<file path="config.mk">
export PLATFORM = sky130hd
export DESIGN_NAME = terrain_blend_type_and_mask_top
export DESIGN_NICKNAME = d
export VERILOG_FILES = /design/src/rtl/core/tbm_pkg.sv /design/src/rtl/core/tbm_lane.sv /design/src/rtl/core/tbm_merge.sv /design/src/rtl/core/terrain_blend_type_and_mask_top.sv
export SDC_FILE = /design/constraint.sdc
export NUM_CORES = 1
export LEC_CHECK = 0
export BUFFER_PORTS_ARGS = -buffer_cell sky130_fd_sc_hd__clkbuf_2
export CORE_MARGIN = 2
export CORE_UTILIZATION = 60
export DETAILED_ROUTE_END_ITERATION = 16
export PLACE_DENSITY = 0.85
export SYNTH_ARGS = -nofsm -noshare
export SYNTH_HDL_FRONTEND = slang
export SYNTH_SLANG_ARGS = --single-unit
</file>
<file path="constraint.sdc">
create_clock -name clock -period 15.8 [get_ports clock]
set_clock_uncertainty 0.2 [all_clocks]
set_input_delay 1.58 -clock clock [delete_from_list [all_inputs] [get_ports clock]]
set_output_delay 1.58 -clock clock [all_outputs]
set_load 0.01 [all_outputs]
</file>
<file path="src/rtl/core/tbm_pkg.sv">
// tbm_pkg: shared types, constants and the type decoder for the terrain blend block
// used by tbm_lane, tbm_merge and terrain_blend_type_and_mask_top
// no dependencies
package tbm_pkg;

   // field widths and counts
   localparam int FIELD_BITS = 7;
   localparam int TYPE_BITS  = 6;
   localparam int NEIGHBOURS = 8;
   localparam int COUNT_BITS = 4;
   localparam int MASK_BITS  = 8;
   localparam int IDX_BITS   = 3;

   // number of valid material types; codes at or above it count as no-draw
   localparam int TYPE_COUNT = 64;

   // decoded material type: valid low means no-draw
   typedef struct packed {
      logic                 valid;
      logic [TYPE_BITS-1:0] value;
   } type_code_type;

   typedef type_code_type [NEIGHBOURS-1:0] nb_vec_type;

   // what one lane reports about its neighbour
   typedef struct packed {
      logic                  cand;
      logic [TYPE_BITS-1:0]  ty;
      logic [NEIGHBOURS-1:0] match;
      logic [COUNT_BITS-1:0] count;
   } lane_result_type;

   typedef lane_result_type [NEIGHBOURS-1:0] lane_vec_type;

   // merged outcome for one transaction
   typedef struct packed {
      logic                 skipped;
      logic [TYPE_BITS-1:0] blend_type;
      logic [MASK_BITS-1:0] mask;
   } merge_result_type;

   // mask bit of each neighbour, in scan order NW, N, NE, W, E, SW, S, SE
   localparam logic [IDX_BITS-1:0] SCAN_BIT [NEIGHBOURS] = '{
      3'd0, 3'd1, 3'd2, 3'd7, 3'd3, 3'd6, 3'd5, 3'd4
   };

   // negative codes and codes at or above TYPE_COUNT are no-draw
   function automatic type_code_type decode_type(input logic [FIELD_BITS-1:0] raw);
      type_code_type res;
      res.value = raw[TYPE_BITS-1:0];
      res.valid = !raw[FIELD_BITS-1] &&
                  (9'(raw[TYPE_BITS-1:0]) < 9'(TYPE_COUNT));
      return res;
   endfunction

   // equality of decoded types, all no-draw codes compare equal
   function automatic logic type_equal(input type_code_type a, input type_code_type b);
      return (a.valid == b.valid) && (!a.valid || (a.value == b.value));
   endfunction

endpackage

</file>
<file path="src/rtl/core/tbm_lane.sv">
// tbm_lane: one neighbour lane, finds which neighbours share its type and
// whether it is a blend candidate
// depends on tbm_pkg
module tbm_lane
   import tbm_pkg::*;
(
   input  type_code_type   self_type,
   input  type_code_type   center_type,
   input  nb_vec_type      nb_types,
   output lane_result_type result
);

   logic [NEIGHBOURS-1:0] match;
   logic [COUNT_BITS-1:0] count;

   // compare against every neighbour and count the hits
   always_comb begin
      match = '0;
      count = '0;
      for (int j = 0; j < NEIGHBOURS; j++) begin
         match[j] = type_equal(self_type, nb_types[j]);
         count    = count + COUNT_BITS'(match[j]);
      end
   end

   // candidate only when strictly above a drawable centre
   assign result.cand  = self_type.valid && center_type.valid &&
                         (self_type.value > center_type.value);
   assign result.ty    = self_type.value;
   assign result.match = match;
   assign result.count = count;

endmodule

</file>
<file path="src/rtl/core/tbm_merge.sv">
// tbm_merge: combines the lane reports into blend type, transition mask and skip flag
// depends on tbm_pkg
module tbm_merge
   import tbm_pkg::*;
(
   input  type_code_type    center_type,
   input  lane_vec_type     lanes,
   output merge_result_type result
);

   logic [COUNT_BITS-1:0] best_cnt;
   logic [NEIGHBOURS-1:0] win_match;
   logic [TYPE_BITS-1:0]  win_ty;
   logic [MASK_BITS-1:0]  mask;

   // highest count wins, strict compare keeps the earliest lane on ties
   always_comb begin
      best_cnt  = '0;
      win_match = '0;
      win_ty    = center_type.value;
      for (int i = 0; i < NEIGHBOURS; i++) begin
         if (lanes[i].cand && (lanes[i].count > best_cnt)) begin
            best_cnt  = lanes[i].count;
            win_match = lanes[i].match;
            win_ty    = lanes[i].ty;
         end
      end
   end

   // reorder the winner's hits from scan order into clockwise mask order
   always_comb begin
      mask = '0;
      for (int j = 0; j < NEIGHBOURS; j++) begin
         mask[SCAN_BIT[j]] = win_match[j];
      end
   end

   // no-draw centre gives an empty result
   always_comb begin
      if (!center_type.valid) begin
         result.skipped    = 1'b1;
         result.blend_type = '0;
         result.mask       = '0;
      end else begin
         result.skipped    = 1'b0;
         result.blend_type = win_ty;
         result.mask       = mask;
      end
   end

endmodule

</file>
<file path="src/rtl/core/terrain_blend_type_and_mask_top.sv">
// terrain_blend_type_and_mask_top: 3x3 tile window to blend type and transition mask
// a transaction passes the lane stage register and then the output register before its rsp_strobe cycle
// throughput one transaction per cycle: eight lanes plus one merge stage, busy stays low
// synchronous active-high reset clears the valid pipeline, payload is not reset
// the receiver cannot stall, each result is shown for one cycle
// depends on tbm_pkg, tbm_lane, tbm_merge
module terrain_blend_type_and_mask_top
   import tbm_pkg::*;
(
   input  logic                        clock,
   input  logic                        reset,
   input  logic                        start,
   output logic                        busy,
   input  logic signed [FIELD_BITS-1:0] req_center_type,
   input  logic signed [FIELD_BITS-1:0] req_nw_type,
   input  logic signed [FIELD_BITS-1:0] req_n_type,
   input  logic signed [FIELD_BITS-1:0] req_ne_type,
   input  logic signed [FIELD_BITS-1:0] req_w_type,
   input  logic signed [FIELD_BITS-1:0] req_e_type,
   input  logic signed [FIELD_BITS-1:0] req_sw_type,
   input  logic signed [FIELD_BITS-1:0] req_s_type,
   input  logic signed [FIELD_BITS-1:0] req_se_type,
   output logic                        rsp_strobe,
   output logic                        rsp_skipped,
   output logic [TYPE_BITS-1:0]        rsp_blend_type,
   output logic [MASK_BITS-1:0]        rsp_transition_mask
);

   type_code_type    dec_center;
   nb_vec_type       dec_nb;
   lane_vec_type     lane_res;
   merge_result_type merge_res;
   logic             accept;

   logic             s1_valid_ff, s1_valid_in;
   type_code_type    s1_center_ff;
   lane_vec_type     s1_lane_ff;

   logic             rsp_strobe_ff, rsp_strobe_in;
   merge_result_type rsp_ff;

   // every cycle can take a transaction
   assign busy   = 1'b0;
   assign accept = start && !busy;

   // decode the window, neighbours in scan order
   assign dec_center = decode_type(req_center_type);
   assign dec_nb[0]  = decode_type(req_nw_type);
   assign dec_nb[1]  = decode_type(req_n_type);
   assign dec_nb[2]  = decode_type(req_ne_type);
   assign dec_nb[3]  = decode_type(req_w_type);
   assign dec_nb[4]  = decode_type(req_e_type);
   assign dec_nb[5]  = decode_type(req_sw_type);
   assign dec_nb[6]  = decode_type(req_s_type);
   assign dec_nb[7]  = decode_type(req_se_type);

   // one lane per neighbour
   for (genvar i = 0; i < NEIGHBOURS; i++) begin : g_lane
      tbm_lane u_lane (
         .self_type   (dec_nb[i]),
         .center_type (dec_center),
         .nb_types    (dec_nb),
         .result      (lane_res[i])
      );
   end

   // lane stage register
   assign s1_valid_in = accept;

   always_ff @(posedge clock) begin
      if (reset) begin
         s1_valid_ff <= 1'b0;
      end else begin
         s1_valid_ff <= s1_valid_in;
      end
   end

   always_ff @(posedge clock) begin
      s1_center_ff <= dec_center;
      s1_lane_ff   <= lane_res;
   end

   // merge the lane reports
   tbm_merge u_merge (
      .center_type (s1_center_ff),
      .lanes       (s1_lane_ff),
      .result      (merge_res)
   );

   // output register
   assign rsp_strobe_in = s1_valid_ff;

   always_ff @(posedge clock) begin
      if (reset) begin
         rsp_strobe_ff <= 1'b0;
      end else begin
         rsp_strobe_ff <= rsp_strobe_in;
      end
   end

   always_ff @(posedge clock) begin
      rsp_ff <= merge_res;
   end

   assign rsp_strobe          = rsp_strobe_ff;
   assign rsp_skipped         = rsp_ff.skipped;
   assign rsp_blend_type      = rsp_ff.blend_type;
   assign rsp_transition_mask = rsp_ff.mask;

   // each transaction yields one result, through the lane stage and output registers
   a_strobe_follows_start: assert property (@(posedge clock) disable iff (reset)
      accept |=> ##1 rsp_strobe)
      else $error("result missing two cycles after a transaction");

   a_no_stray_strobe: assert property (@(posedge clock) disable iff (reset)
      rsp_strobe |-> $past(accept, 2))
      else $error("result without a transaction");

   // skipped tiles carry an empty result
   a_skipped_empty: assert property (@(posedge clock) disable iff (reset)
      (rsp_strobe && rsp_skipped) |-> (rsp_blend_type == '0 && rsp_transition_mask == '0))
      else $error("skipped result with nonzero payload");

   // a nonzero mask means the blend type differs from the centre
   a_mask_needs_blend: assert property (@(posedge clock) disable iff (reset)
      (rsp_strobe && !rsp_skipped && rsp_transition_mask != '0) |->
      (rsp_blend_type != $past(req_center_type[TYPE_BITS-1:0], 2)))
      else $error("transition mask set with blend equal to centre");

endmodule

</file>
==> metrics <==
hold buffer count at CTS=0; number of enable flip-flop cells after synthesis=0; Setup crit start=s1_lane_ff[18]; cts bufs inserted=17; number of failing hold endpoints at the final stage=0; cell count after placement=1484; CP max stage delay=790 ps; ANT cells=0; clk_lat worst skew=440 ps; final wirelength=30800 microns; Worst Path Arrival=14480 ps; Synth Instances=1251; setup TNS=0 ps; crit-path leading delay family=compound AO/OA/AOI/OAI gates; Min-Delay Endpoint=rsp_strobe; Synth area leaders=dfxtp_1, xnor2_1, ha_1; R2R Path Start=s1_lane_ff[18]; share of cells above drive strength 1=11.7%; DRC=0; worst hold path class=reg2reg; reg-to-reg critical path endpoint=rsp_transition_mask[7]; clk buf depth=2; setup bufs post-CTS=0; clock root buffer=clkbuf_16; Internal=0.889 mW; Seq cells post-synth=168; synth warn=0; logic gate share of total power=31.6%; grt ovf=0; Synth async-reset ratio=0%; crit start category=register; Mapped Nets=1439; Worst-path clk slew=60 ps; syn avg cell area=8.75 sq um; most frequent cell after synthesis=dfxtp_1; slowest CP cell=nor2_1; worst hold start=rsp_strobe_in; largest net degree at the start of global routing=34; fmax=69.9 MHz; routed length per instance=20.3 microns; Core Area=0.0179 sq mm; critical path depth in cells=57; most frequent cells after synthesis=dfxtp_1, xnor2_1, inv_1; gr usage total=31.6%; reg2reg setup slack=1490 ps; DP HPWL=22400 microns; Synth cell types=71; post-route ant nets=0; setup ws final=1490 ps; I/O Buffers=81; post_cts resized=0; relative slew slack=13.7%; CP Buf/Inv Count=5; total clock sinks=168; RSZ-0062 raised after global routing=false; Die Ht=139 microns; PwrDens=112 mW/mm^2; Max Cap Viol=0; Initial DRC Count=939; TritonRoute pass-1 iters=5; sequential share of power=37.9%; fin crit period=14310 ps; Synth Cell Area=0.0109 sq mm; Die ar.=0.0193 sq mm; Final Wtd Congestion=0.963; post-synth top area share=30.7%; Reg2Reg Depth=57; Synth Flop Type=dfxtp_1; die width=139 microns; global-route wire length before repair=48200 microns; Initial Utilization=61.1%; sw frac=33.8%; outcome=finished clean; Setup violations, final=0; initial antenna violation count=0; Vias=9340; vias in the first global route=9004; Nets=1462; fin area=0.0119 sq mm; CP dominant cell by count=ha_1; Slew @ Worst Pin=1260 ps; Seq/Total Area, Yosys=30.7%; I/O pins=83; CTS H-tree lvls=4; P_leak=5.15 nW; Final Slew Violations=0; required time worst endpoint=15970 ps; cell accounting for the most synthesized area=dfxtp_1; Final Non-Filler Cells=1515; CP endpoint kind=register; Area Growth Syn to Fin=9.09%; row count=49; placed cell areas=0.0114 sq mm; setup slack at placement=1830 ps; drt via density=6.17; Setup CP Type=reg2reg; sw power=0.454 mW; hold path depth=1; crit path max fanout=33; CTS tree=done; fin crit share=90.6%; maximum VDD drop=85.4 uV; Clk pwr share=30.5%
flip-flops by register name, indices dropped and copies added, names as in the netlist:
register / count
s1_center_ff: 7
rsp_blend_type: 6
s1_lane_ff: 144
rsp_strobe_in: 1
rsp_skipped: 1
rsp_transition_mask: 8
rsp_strobe: 1
how the worst max path moves through the flow:
stage	slack, ps	to
2_1_floorplan	4500	rsp_blend_type[0]
3_3_place_gp	2380	rsp_transition_mask[7]
3_5_place_dp	1830	rsp_transition_mask[7]
4_1_cts	1640	rsp_transition_mask[7]
5_1_grt	570	rsp_transition_mask[7]
6_report	1490	rsp_transition_mask[7]
worst register-to-register path, delay by kind of cell (launching register included):
kind | cells | cell delay [ps]
flip-flops | 1 | 440
adder cells (fa/ha/maj) | 7 | 2050
multiplexers | 6 | 1920
AND/OR/NAND/NOR | 17 | 3820
buffers and inverters | 5 | 700
AO/OA/AOI/OAI | 22 | 5080
metrics by stage:
| stage | power, mW | hold slack, ps | utilization, % |
|---|---|---|---|
| 6_report | 1.34 | 244 | 66.7 |
| 3_5_place_dp | 0.925 | 230 | 63.4 |
| 2_1_floorplan | 0.814 | 214 | - |
| 5_1_grt | 1.41 | 270 | 66.7 |
| 3_3_place_gp | 0.907 | 218 | 63.4 |
| 4_1_cts | 1.33 | 245 | 66.7 |
logic make-up (layout without fill, tap and decap cells):
logic type / after synthesis / in the layout / share of synthesized area [%]
AO/OA/AOI/OAI: 223 / 223 / 13.9
XOR/XNOR: 181 / 181 / 14.5
adder cells (fa/ha/maj): 123 / 123 / 15.8
buffers and inverters: 204 / 239 / 7.17
flip-flops: 168 / 168 / 30.7
multiplexers: 35 / 35 / 3.60
other: 1 / 1 / 0.0343
AND/OR/NAND/NOR: 316 / 316 / 14.3
cell usage in the layout (no fill, tap or decap), drive strengths merged, types with 16 or more instances in the layout:
cell type,n
a21oi,34
and2,16
clkbuf,99
dfxtp,168
fa,26
ha,96
inv,127
mux2,16
mux2i,19
nand2,97
nand3,53
nand4,31
nor2,41
nor2b,22
nor3,20
nor4,16
o211ai,16
o21a,20
o21ai,82
xnor2,140
xor2,41
cell type report:
class,instances,area [sq um]
Multi-Input combinational cell,879,6810
Fill cell,1346,5960
Sequential cell,168,3360
Inverter,123,462
Clock buffer,18,439
Timing Repair Buffer,85,435
Tap cell,229,287
Clock inverter,13,144
power by group through the flow:
| stage | sequential [mW] | combinational (mW) | clock [mW] |
|---|---|---|---|
| final | 0.509 | 0.424 | 0.410 |
| after global routing | 0.513 | 0.465 | 0.427 |
| after CTS | 0.507 | 0.419 | 0.409 |
| after detailed placement | 0.515 | 0.409 | 0 |
| after global placement | 0.515 | 0.393 | 0 |
| after floorplan | 0.506 | 0.309 | 0 |
routing by layer:
metal | track usage (%) | part of all wire [%] | vias to the layer above
met1 | 39.0 | 38 | 4355
met2 | 52.2 | 47 | 555
met4 | 17.3 | 5.3 | 0
met3 | 6.15 | 9.1 | 118
li1 | - | - | 4312
met5 | 0 | 0 | -
Power figures use the tool's default switching activity.
